`config.mk`:
```
export PLATFORM = sky130hd
export DESIGN_NAME = scale_invariant_log_loss_unit
export DESIGN_NICKNAME = d
export VERILOG_FILES = /design/src/rtl/siloss_pkg.sv /design/src/rtl/scale_invariant_log_loss_unit.sv
export SDC_FILE = /design/constraint.sdc
export NUM_CORES = 2
export LEC_CHECK = 0
export BUFFER_PORTS_ARGS = -buffer_cell sky130_fd_sc_hd__buf_4
export CORE_UTILIZATION = 40
export DETAILED_ROUTE_END_ITERATION = 8
export GPL_ROUTABILITY_DRIVEN = 0
export GPL_TIMING_DRIVEN = 1
export HOLD_SLACK_MARGIN = 0.02
export PLACE_DENSITY = 0.63
export SLEW_MARGIN = 30
export SYNTH_ARGS = -nofsm -noshare
export SYNTH_HDL_FRONTEND = slang
export SYNTH_SLANG_ARGS = --single-unit
```
`constraint.sdc`:
```
create_clock -name clk_i -period 12 [get_ports clk_i]
set_clock_uncertainty 0.1 [all_clocks]
set_input_delay 1.8 -clock clk_i [delete_from_list [all_inputs] [get_ports clk_i]]
set_output_delay 1.8 -clock clk_i [all_outputs]
set_load 0.05 [all_outputs]
```
`src/rtl/siloss_pkg.sv`:
```
// ----------------------------------------------------------------------------
// siloss_pkg: shared types and constants of the scale invariant log loss unit
// Holds the sequencer states, register indexes and fixed-point constants.
// ----------------------------------------------------------------------------
package siloss_pkg;

  // Configuration register indexes
  localparam logic CfgBatchSize = 1'b0;
  localparam logic CfgGamma     = 1'b1;

  // Reset values of the configuration registers
  localparam logic [10:0] BatchSizeRst = 11'd1;
  localparam logic [16:0] GammaRst     = 17'd32768;

  // ln(2) as unsigned Q0.32
  localparam logic [31:0] Ln2Q32 = 32'd2977044472;

  // Bias added to u*ln2, with u = log2(x) + 16 in Q.20: folds in the -16
  // offset, the half-LSB rounding and a positive offset of 2^58.
  localparam logic [58:0] LnBias = (59'd1 << 58) + (59'd1 << 35) - (59'd2977044472 << 24);

  // Digit-serial multiplier geometry
  localparam int unsigned MulAW    = 57;   // multiplicand width
  localparam int unsigned MulBW    = 40;   // multiplier width, 8-bit digits
  localparam logic [2:0]  MulSteps = 3'd5; // digits per product

  localparam int unsigned LogIters = 20;   // squarings per logarithm

  localparam logic [6:0] DivSteps = 7'd64; // quotient bits per division

  localparam logic signed [64:0] LossMax = 65'sd140737488355327;
  localparam logic signed [64:0] LossMin = -65'sd140737488355328;

  typedef enum logic [3:0] {
    S_IDLE,
    S_NORM,
    S_SQ,
    S_SCALE,
    S_DSQ,
    S_LAST,
    S_NSQ,
    S_GM1,
    S_GM2,
    S_DIV2,
    S_DIV1,
    S_OUT
  } state_e;

endpackage

```
`src/rtl/scale_invariant_log_loss_unit.sv`:
```
// ----------------------------------------------------------------------------
// scale_invariant_log_loss_unit: scale invariant log depth loss accumulator
// Sums log differences and their squares, emits the loss on the last item.
// ----------------------------------------------------------------------------
// Each input item carries a predicted and a target depth (unsigned Q16.16).
// The unit takes the natural log of each (Q6.16), accumulates d = ln(p) -
// ln(t) and d*d, and on an item with tlast set emits
// sum_sq/num - gamma*sum^2/num^2 as signed Q31.16 (saturated) with a flag
// telling whether any depth of the batch was zero; then it clears its sums.
// A batch_size of zero counts as one. Items are taken one at a time. All
// products run on one shared 57x8-bit digit-serial multiplier (five
// digits per product) and quotients on a one-bit-per-cycle divider. Each
// logarithm takes a leading-one normalization, twenty squarings and one
// scaling product; an item with a zero depth skips the logarithms. An
// item with tlast set adds three products and two 64-step divisions. The
// result sits in an output register, so the next item is taken while it
// waits.
module scale_invariant_log_loss_unit (
  input  logic        clk_i,
  input  logic        rst_ni,
  // Configuration write port
  input  logic        cfg_we_i,
  input  logic        cfg_addr_i,
  input  logic [16:0] cfg_data_i,
  // Input items
  input  logic        s_axis_tvalid,
  output logic        s_axis_tready,
  input  logic [63:0] s_axis_tdata,  // [31:0] predicted_depth, [63:32] target_depth
  input  logic        s_axis_tlast,  // last_element
  // Result items
  output logic        m_axis_tvalid,
  input  logic        m_axis_tready,
  output logic [47:0] m_axis_tdata,  // [47:0] loss_value
  output logic        m_axis_tuser   // [0] bad_input
);
  import siloss_pkg::*;

  state_e state_q, state_d;

  // Configuration
  logic [10:0] bs_q;
  logic [16:0] gm_q;

  // Latched item
  logic [31:0] targ_q, targ_d;
  logic        last_q, last_d;

  // Logarithm datapath
  logic [31:0] x_q, x_d;
  logic [4:0]  p_q, p_d;
  logic [19:0] frac_q, frac_d;
  logic [4:0]  it_q, it_d;
  logic        sel_q, sel_d;
  logic [22:0] lnp_q, lnp_d;
  logic signed [23:0] d_q, d_d;

  // Accumulators
  logic signed [39:0] dsum_q, dsum_d;
  logic [47:0] dsq_q, dsq_d;
  logic        err_q, err_d;

  // Finalization
  logic [39:0] smag_q, smag_d;
  logic [21:0] nsq_q, nsq_d;
  logic [63:0] term2_q, term2_d;
  logic [47:0] term1_q, term1_d;

  // Digit-serial multiplier
  logic [MulAW-1:0] ma_q, ma_d;
  logic [MulBW-1:0] mb_q, mb_d;
  logic [MulAW-1:0] mh_q, mh_d;
  logic [MulBW-1:0] ml_q, ml_d;
  logic [2:0]       mcnt_q, mcnt_d;
  logic [64:0]      mul_pp, mul_t;
  logic [96:0]      prod;
  logic             mul_done;

  // Serial divider
  logic [21:0] dr_q, dr_d;
  logic [63:0] dq_q, dq_d;
  logic [21:0] dv_q, dv_d;
  logic [6:0]  dcnt_q, dcnt_d;
  logic [22:0] div_rr;
  logic        div_ge;
  logic        div_done;

  // Output register
  logic        ovalid_q, ovalid_d;
  logic [47:0] loss_q, loss_d;
  logic        bad_q, bad_d;

  // Combinational helpers
  logic [10:0] num;
  logic [31:0] sq_m;
  logic        sq_bit;
  logic [58:0] ln_w;
  logic [22:0] ln_v;
  logic [31:0] sq_val;
  logic signed [40:0] dsum_s;
  logic [48:0] dsq_s;
  logic signed [64:0] loss_w;

  assign num = (bs_q == '0) ? 11'd1 : bs_q;

  // One multiplier digit: add multiplicand times the low digit, retire 8 bits
  assign mul_pp   = 65'(ma_q) * 65'(mb_q[7:0]);
  assign mul_t    = 65'(mh_q) + mul_pp;
  assign prod     = {mh_q, ml_q};
  assign mul_done = (mcnt_q == MulSteps);

  // Restoring division, one quotient bit per cycle
  assign div_rr   = {dr_q, dq_q[63]};
  assign div_ge   = (div_rr >= {1'b0, dv_q});
  assign div_done = (dcnt_q == DivSteps);

  // Squared mantissa back to Q1.31, halving when it reaches 2.0
  assign sq_bit = prod[63];
  assign sq_m   = sq_bit ? prod[63:32] : prod[62:31];

  // Scaled log with bias; the bias cancels in the difference
  assign ln_w = prod[58:0] + LnBias;
  assign ln_v = ln_w[58:36];

  assign sq_val = 32'((prod[47:0] + 48'h8000) >> 16);
  assign dsum_s = 41'(dsum_q) + 41'(d_q);
  assign dsq_s  = {1'b0, dsq_q} + 49'(sq_val);
  assign loss_w = $signed({17'b0, term1_q}) - $signed({1'b0, term2_q});

  assign s_axis_tready = (state_q == S_IDLE);
  assign m_axis_tvalid = ovalid_q;
  assign m_axis_tdata  = loss_q;
  assign m_axis_tuser  = bad_q;

  always_ff @(posedge clk_i or negedge rst_ni) begin
    if (!rst_ni) begin
      bs_q <= BatchSizeRst;
      gm_q <= GammaRst;
    end else if (cfg_we_i) begin
      case (cfg_addr_i)
        CfgBatchSize: bs_q <= cfg_data_i[10:0];
        CfgGamma:     gm_q <= cfg_data_i;
        default:      ;
      endcase
    end
  end

  always_ff @(posedge clk_i or negedge rst_ni) begin
    if (!rst_ni) begin
      state_q  <= S_IDLE;
      dsum_q   <= '0;
      dsq_q    <= '0;
      err_q    <= 1'b0;
      ovalid_q <= 1'b0;
      mcnt_q   <= '0;
      dcnt_q   <= '0;
    end else begin
      state_q  <= state_d;
      dsum_q   <= dsum_d;
      dsq_q    <= dsq_d;
      err_q    <= err_d;
      ovalid_q <= ovalid_d;
      mcnt_q   <= mcnt_d;
      dcnt_q   <= dcnt_d;
    end
  end

  always_ff @(posedge clk_i) begin
    targ_q  <= targ_d;
    last_q  <= last_d;
    x_q     <= x_d;
    p_q     <= p_d;
    frac_q  <= frac_d;
    it_q    <= it_d;
    sel_q   <= sel_d;
    lnp_q   <= lnp_d;
    d_q     <= d_d;
    smag_q  <= smag_d;
    nsq_q   <= nsq_d;
    term2_q <= term2_d;
    term1_q <= term1_d;
    ma_q    <= ma_d;
    mb_q    <= mb_d;
    mh_q    <= mh_d;
    ml_q    <= ml_d;
    dr_q    <= dr_d;
    dq_q    <= dq_d;
    dv_q    <= dv_d;
    loss_q  <= loss_d;
    bad_q   <= bad_d;
  end

  always_comb begin
    state_d  = state_q;
    targ_d   = targ_q;
    last_d   = last_q;
    x_d      = x_q;
    p_d      = p_q;
    frac_d   = frac_q;
    it_d     = it_q;
    sel_d    = sel_q;
    lnp_d    = lnp_q;
    d_d      = d_q;
    dsum_d   = dsum_q;
    dsq_d    = dsq_q;
    err_d    = err_q;
    smag_d   = smag_q;
    nsq_d    = nsq_q;
    term2_d  = term2_q;
    term1_d  = term1_q;
    ma_d     = ma_q;
    mb_d     = mb_q;
    mh_d     = mh_q;
    ml_d     = ml_q;
    mcnt_d   = mcnt_q;
    dr_d     = dr_q;
    dq_d     = dq_q;
    dv_d     = dv_q;
    dcnt_d   = dcnt_q;
    loss_d   = loss_q;
    bad_d    = bad_q;
    ovalid_d = ovalid_q & ~m_axis_tready;

    // Advance the multiplier by one digit in every multiply state
    if ((state_q == S_SQ || state_q == S_SCALE || state_q == S_DSQ ||
         state_q == S_NSQ || state_q == S_GM1 || state_q == S_GM2) && !mul_done) begin
      mh_d   = mul_t[64:8];
      ml_d   = {mul_t[7:0], ml_q[MulBW-1:8]};
      mb_d   = mb_q >> 8;
      mcnt_d = mcnt_q + 3'd1;
    end

    // Advance the divider by one quotient bit
    if ((state_q == S_DIV1 || state_q == S_DIV2) && !div_done) begin
      dr_d   = div_ge ? 22'(div_rr - {1'b0, dv_q}) : div_rr[21:0];
      dq_d   = {dq_q[62:0], div_ge};
      dcnt_d = dcnt_q + 7'd1;
    end

    case (state_q)
      S_IDLE: begin
        if (s_axis_tvalid) begin
          targ_d = s_axis_tdata[63:32];
          last_d = s_axis_tlast;
          if (s_axis_tdata[31:0] == '0 || s_axis_tdata[63:32] == '0) begin
            err_d   = 1'b1;
            state_d = S_LAST;
          end else begin
            x_d     = s_axis_tdata[31:0];
            p_d     = 5'd31;
            sel_d   = 1'b0;
            state_d = S_NORM;
          end
        end
      end
      S_NORM: begin
        // Shift until the leading one sits at bit 31
        if (x_q[31]) begin
          ma_d    = MulAW'(x_q);
          mb_d    = MulBW'(x_q);
          mh_d    = '0;
          ml_d    = '0;
          mcnt_d  = '0;
          it_d    = '0;
          frac_d  = '0;
          state_d = S_SQ;
        end else begin
          x_d = x_q << 1;
          p_d = p_q - 5'd1;
        end
      end
      S_SQ: begin
        if (mul_done) begin
          x_d    = sq_m;
          frac_d = {frac_q[18:0], sq_bit};
          mh_d   = '0;
          ml_d   = '0;
          mcnt_d = '0;
          if (it_q == 5'(LogIters - 1)) begin
            ma_d    = MulAW'(Ln2Q32);
            mb_d    = MulBW'({p_q, frac_q[18:0], sq_bit});
            state_d = S_SCALE;
          end else begin
            ma_d = MulAW'(sq_m);
            mb_d = MulBW'(sq_m);
            it_d = it_q + 5'd1;
          end
        end
      end
      S_SCALE: begin
        if (mul_done) begin
          if (!sel_q) begin
            lnp_d   = ln_v;
            sel_d   = 1'b1;
            x_d     = targ_q;
            p_d     = 5'd31;
            state_d = S_NORM;
          end else begin
            d_d     = $signed({1'b0, lnp_q}) - $signed({1'b0, ln_v});
            state_d = S_DSQ;
            ma_d    = MulAW'(d_d[23] ? 23'(-d_d) : d_d[22:0]);
            mb_d    = MulBW'(d_d[23] ? 23'(-d_d) : d_d[22:0]);
            mh_d    = '0;
            ml_d    = '0;
            mcnt_d  = '0;
          end
        end
      end
      S_DSQ: begin
        if (mul_done) begin
          // Saturating accumulation of d and d*d
          if (dsum_s[40] != dsum_s[39]) begin
            dsum_d = dsum_s[40] ? {1'b1, 39'b0} : {1'b0, {39{1'b1}}};
          end else begin
            dsum_d = dsum_s[39:0];
          end
          dsq_d   = dsq_s[48] ? '1 : dsq_s[47:0];
          state_d = S_LAST;
        end
      end
      S_LAST: begin
        if (!last_q) begin
          state_d = S_IDLE;
        end else begin
          smag_d  = dsum_q[39] ? 40'(-dsum_q) : dsum_q;
          ma_d    = MulAW'(num);
          mb_d    = MulBW'(num);
          mh_d    = '0;
          ml_d    = '0;
          mcnt_d  = '0;
          state_d = S_NSQ;
        end
      end
      S_NSQ: begin
        if (mul_done) begin
          nsq_d   = prod[21:0];
          ma_d    = MulAW'(smag_q);
          mb_d    = MulBW'(gm_q);
          mh_d    = '0;
          ml_d    = '0;
          mcnt_d  = '0;
          state_d = S_GM1;
        end
      end
      S_GM1: begin
        if (mul_done) begin
          ma_d    = prod[56:0];
          mb_d    = smag_q;
          mh_d    = '0;
          ml_d    = '0;
          mcnt_d  = '0;
          state_d = S_GM2;
        end
      end
      S_GM2: begin
        if (mul_done) begin
          // Drop the 2^32 scale before dividing by num^2
          dq_d    = prod[95:32];
          dr_d    = '0;
          dv_d    = nsq_q;
          dcnt_d  = '0;
          state_d = S_DIV2;
        end
      end
      S_DIV2: begin
        if (div_done) begin
          term2_d = dq_q;
          dq_d    = {16'b0, dsq_q};
          dr_d    = '0;
          dv_d    = 22'(num);
          dcnt_d  = '0;
          state_d = S_DIV1;
        end
      end
      S_DIV1: begin
        if (div_done) begin
          term1_d = dq_q[47:0];
          state_d = S_OUT;
        end
      end
      S_OUT: begin
        // Hold until the output register is free
        if (!ovalid_q || m_axis_tready) begin
          if (loss_w > LossMax) begin
            loss_d = LossMax[47:0];
          end else if (loss_w < LossMin) begin
            loss_d = LossMin[47:0];
          end else begin
            loss_d = loss_w[47:0];
          end
          bad_d    = err_q;
          ovalid_d = 1'b1;
          dsum_d   = '0;
          dsq_d    = '0;
          err_d    = 1'b0;
          state_d  = S_IDLE;
        end
      end
      default: state_d = S_IDLE;
    endcase
  end

endmodule
```
After elaboration in Yosys (flattened, before gate mapping)
Index checks and enable logic that the tools add are counted.

word-level totals
  word-level logic and storage cells = 253
  bits of input ports = 88
  register bits = 799

operators by class
  $mul = 1
  mux-type cells = 117
  add/sub/neg operators = 14
  magnitude comparators = 3
  equal/unequal tests = 34
  reductions and logical operators = 47
  bitwise gates (word level) = 4

operators by type and width
  operator                                                         count
  two-way mux 57 bit                                               13
  two-way mux 40 bit                                               18
  case mux 57 bit (6 select lines)                                 1
  two-way mux 32 bit                                               9
  case mux 40 bit (6 select lines)                                 1
  case mux 57 bit (4 select lines)                                 1
  two-way mux 48 bit                                               4
  two-way mux 64 bit                                               3
  case mux 40 bit (4 select lines)                                 1
  two-way mux 22 bit                                               6
  case mux 32 bit (4 select lines)                                 1
  case mux 64 bit (2 select lines)                                 1
  case mux 48 bit (2 select lines)                                 1
  case mux 22 bit (2 select lines)                                 2
  case mux 40 bit (2 select lines)                                 1
  adder 57 x 65 -> 65 bit                                          1
  greater-than comparator 65 x 48 -> 1 bit, second input constant  1
  < comparator 65 x 48 -> 1 bit, second input constant             1
  multiplier 57 x 8 -> 65 bit                                      1
  subtractor 48 x 64 -> 65 bit                                     1
  logical NOT 32 bit                                               2
  adder 59 x 58 -> 59 bit, second input constant                   1
  adder 48 x 32 -> 49 bit                                          1
  adder 48 x 16 -> 48 bit, second input constant                   1
  55 further kinds                                                 147

Depth between registers and ports, before layout
  word-level depth = 11
  gate-level depth with buffers = 25
  mapped depth without buffers = 23

Worst setup path after synthesis
OpenSTA, ideal clock, no wires.

  path type = reg-to-reg
  start point = register mb_q[1]
  end point = register mh_q[55]
  library setup time = 0.122 ns
  stages on the path, launching flop included = 25
  clock period less this slack = 6.166 ns
  slack = 5.834 ns
  required time = 11.778 ns
  arrival = 5.944 ns
  cell sequence = dfxtp_1 clkbuf_1 buf_1 nand2_1 fa_1 inv_1 fa_1 fa_1 inv_1 fa_1 inv_1 ha_1 and3_1 nor3b_1 o211ai_1 o211ai_1 or3_1 or3_1 a31oi_1 o31ai_1 a41oi_1 a21oi_1 a31oi_1 mux2i_1 nand3_1

on the way
  cells in the longest elaborated chain, start to end = 6

RTL lines
  element                               RTL line                              RTL
  start, declared                       scale_invariant_log_loss_unit.sv:70   logic [MulBW-1:0] mb_q, mb_d;
  start signal, assigned                scale_invariant_log_loss_unit.sv:182  mb_q <= mb_d;
  multiplier 57 x 8 -> 65 bit (*)       scale_invariant_log_loss_unit.sv:106  assign mul_pp = 65'(ma_q) * 65'(mb_q[7:0]);
  adder 57 x 65 -> 65 bit (*)           scale_invariant_log_loss_unit.sv:107  assign mul_t = 65'(mh_q) + mul_pp;
  two-way mux 57 bit (*)                scale_invariant_log_loss_unit.sv:224  if ((state_q == S_SQ || state_q == S_SCALE || state_q == S_DSQ ||
  two-way mux 57 bit                    scale_invariant_log_loss_unit.sv:291  if (!sel_q) begin
  two-way mux 57 bit                    scale_invariant_log_loss_unit.sv:290  if (mul_done) begin
  case mux 57 bit (4 select lines) (*)  scale_invariant_log_loss_unit.sv:239  case (state_q)
  named net mh_d[55]                    scale_invariant_log_loss_unit.sv:71   logic [MulAW-1:0] mh_q, mh_d;
  end signal, assigned                  scale_invariant_log_loss_unit.sv:183  mh_q <= mh_d;
  end, declared                         scale_invariant_log_loss_unit.sv:71

The timed path passes the listed nets; every way through them passes the cells marked *.
A chain may end at the register's enable or synchronous reset.

Worst setup path in the final report
  start point = register mb_q[1]
  end point = register mh_q[50]

The elaborated chain is that of the path after synthesis.

==> out/results.ini <==
[worst_setup_path]
r2r-start=mb_q[1]
max_stage_delay_ps=790
cp_common_cell=a21oi_1
path_cells=buf_4 -> nand2_1 -> fa_1 -> inv_1 -> fa_1 -> ha_1 -> inv_1 -> fa_1 -> inv_1 -> ha_1 -> a21o_1 -> a21o_1 -> a2111oi_1 -> o221ai_1 -> buf_4 -> o2111ai_1 -> a21oi_1 -> o21ai_0 -> a21oi_1 -> a221oi_1 -> a21oi_1 -> a21oi_1 -> xor2_1 -> o21ai_0
reg2reg_slack_ps=4700
crit_path_max_fanout=58
r2r_end=mh_q[50]
crit_path_top_delay_cell=a2111oi_1
crit_type=flop to flop
worstSetupEndpointType=flop
cp_data_required_time_ps=12440
critPathLaunchType=flop
cp.arrival_ps=7740
rr_worst_depth=24
worst-path-buf-inv=5
critical_path.top_delay_family=compound AO/OA/AOI/OAI gates

[floorplanning]
initial_utilization_pct=40.3
num_rows=141
io_pins=139
die-width_microns=387
core_sq_um=147000
die_h_microns=387
dieArea_sq_um=150000

[outcome]
violations=design-rule violations
outcome=finished with violations

[clock_network]
cts_buffers=92
cts.path.max_buffers=3
clk_pin_slew_ps=60
post_cts_buffers=0
cts_resized=0
cts_sinks=799
insertion_delay_ps=720
htreeDepth=3
cts_tree=done
cts_root_buf=clkbuf_16
cts_hold_buf=0

[hold_path]
hold-path-endpoint=mh_q[32]
hold_path_startpoint=mh_q[32]
hold_class=flop to flop
min_path_cells=2

[timing]
maxSlewHeadroom_pct=26.3
setup_tns_ps=0
timing.hold.ws_ps=351
final_hold_viol_count=0
slew_viol_final=0
rsz0062_at_grt=false
period_minus_slack_ps=7300
finalSetupViolCount=0
max_freq_ghz=0.137
worst_pin_slew_ps=1090
fin_crit_sh_pct=60.8

[power]
powerDensity_nw_per_um2=91.5
irDropWorstVdd_uv=113
p_leak_uw=0.0285

[route]
drc=1
drtIter0Drc=5223
ant_nets=0
num_vias=47750
dr.pass1.iters=9
wl_microns=182000
routedWlPerCell_microns=21.8
vias_per_cell=5.71

[yosys]
synth_edf_count=444
syn-cell-area_sq_um=59400
ys_ff_latch=799
syn_nets=7094
synth_top_area_cell=edfxtp_1
async_reset_ff_share_pct=16.5
synthMostInstantiatedCell=nand2_1
yosys-top-cells-area=edfxtp_1 (22%), fa_1 (13%), dfxtp_1 (7.5%)
avgSynthCellArea_sq_um=9.33
synth_flop_cell=edfxtp_1
yosys.area.top_type_share_pct=22.5
yosys-top-cells-count=nand2_1 (773), inv_1 (623), a21oi_1 (484)
ys_warn_count=0
netlist_instances=6362
ys_seq_area_share_pct=35.5
synth_cell_type_count=100

[global_routing]
grt_pass1_wl_microns=278000
grt_pass1_vias=46001
antenna_found_initial=6
grt_overflow=0
grt_usage_pct=23.9
grt_max_degree=117

[job]
max_cap_viol_count=0

[placement]
hpwl_microns=135000
portBuffers=138
placed_area_sq_um=62300

[cells_and_area]
area_growth_pct=10.5
nets=7077
drive_gt1_share_pct=7.61
final_cell_area_sq_um=65600

## tightest hold or removal path: cells and delay by family (launching register included)
kind            cells  cell delay (ps)
compound gates      1               50
simple gates        1               50
flops               1              310
## cells in the final DEF, fill, tap and decap left out, types with 52 or more instances in the layout
master	count
a31oi_1	58
nor3_1	77
nor2_1	289
mux2i_1	97
inv_1	622
edfxtp_1	444
xnor2_1	207
ha_1	252
fa_1	392
a21o_1	160
o21ai_0	374
dfrtp_1	130
buf_4	207
nand3_1	110
a21oi_1	484
nand2_1	772
and2_1	361
clkbuf_16	95
nor2b_1	52
dfxtp_1	220
xor2_1	111
## cells by family (layout without fill, tap and decap cells)
| family | count (synthesis) | after routing | synth area share (%) |
|---|---|---|---|
| AO/OA/AOI/OAI | 1537 | 1537 | 16.5 |
| flip-flops | 799 | 799 | 35.5 |
| buffers and inverters | 950 | 1012 | 6.06 |
| XOR/XNOR | 323 | 323 | 4.85 |
| AND/OR/NAND/NOR | 1970 | 1970 | 16.1 |
| adder cells (fa/ha/maj) | 646 | 646 | 18.6 |
| multiplexers | 137 | 137 | 2.39 |
| other | 0 | 3 | 0 |
## worst max path at each step
stage          startpoint  endpoint  slack [ps]  depth (start not counted)
6_report          mb_q[1]  mh_q[50]        4700                         24
2_1_floorplan     mb_q[1]  mh_q[55]        5830                         24
3_5_place_dp      mb_q[1]  mh_q[50]        4780                         24
5_1_grt           mb_q[1]  mh_q[50]        4250                         24
4_1_cts           mb_q[1]  mh_q[50]        4710                         24
3_3_place_gp      mb_q[1]  mh_q[50]        4670                         24
## registers in the layout, indices dropped and copies added, names as in the netlist, 24 cells and up
name and cells:
ml_q 40, targ_q 32, term1_q 48, term2_q 64
x_q 32, dq_q 64, m_axis_tdata 48, ma_q 57
mb_q 40, dsq_q 48, d_q 24, mh_q 57
smag_q 40, dsum_q 40
## layer usage
layer	global-route usage, %	wire (microns)
met1	32.6	77300
met2	35.6	77400
met3	5.97	17800
met4	11.0	9310
met5	0	33
## cell type report
cell class | count | area [sq um]
inverter | 629 | 2360
clock buffer | 121 | 2520
antenna | 3 | 7.51
multi-input combinational | 4613 | 34900
tap | 1930 | 2410
fill | 14081 | 81900
sequential | 799 | 21100
clock inverter | 52 | 697
timing repair buffer | 210 | 1600
## metrics by stage
stage	total power, uW	worst slack [ps]	utilization (%)	std cells
2_1_floorplan	2960	5830	-	6362
3_3_place_gp	3020	4670	42.2	8180
3_5_place_dp	3020	4780	42.3	8181
4_1_cts	6040	4710	44.4	8354
5_1_grt	6150	4250	44.5	8354
6_report	6000	4700	44.5	8357
## report_power, final
group          total [uW]  switching, uW  internal [uW]
Sequential           2900           19.2           2880
Combinational        65.1           33.0           32.1
Clock                3030           1250           1780
Total                6000           1300           4690
Note: power is estimated with default switching activity, not from simulation.
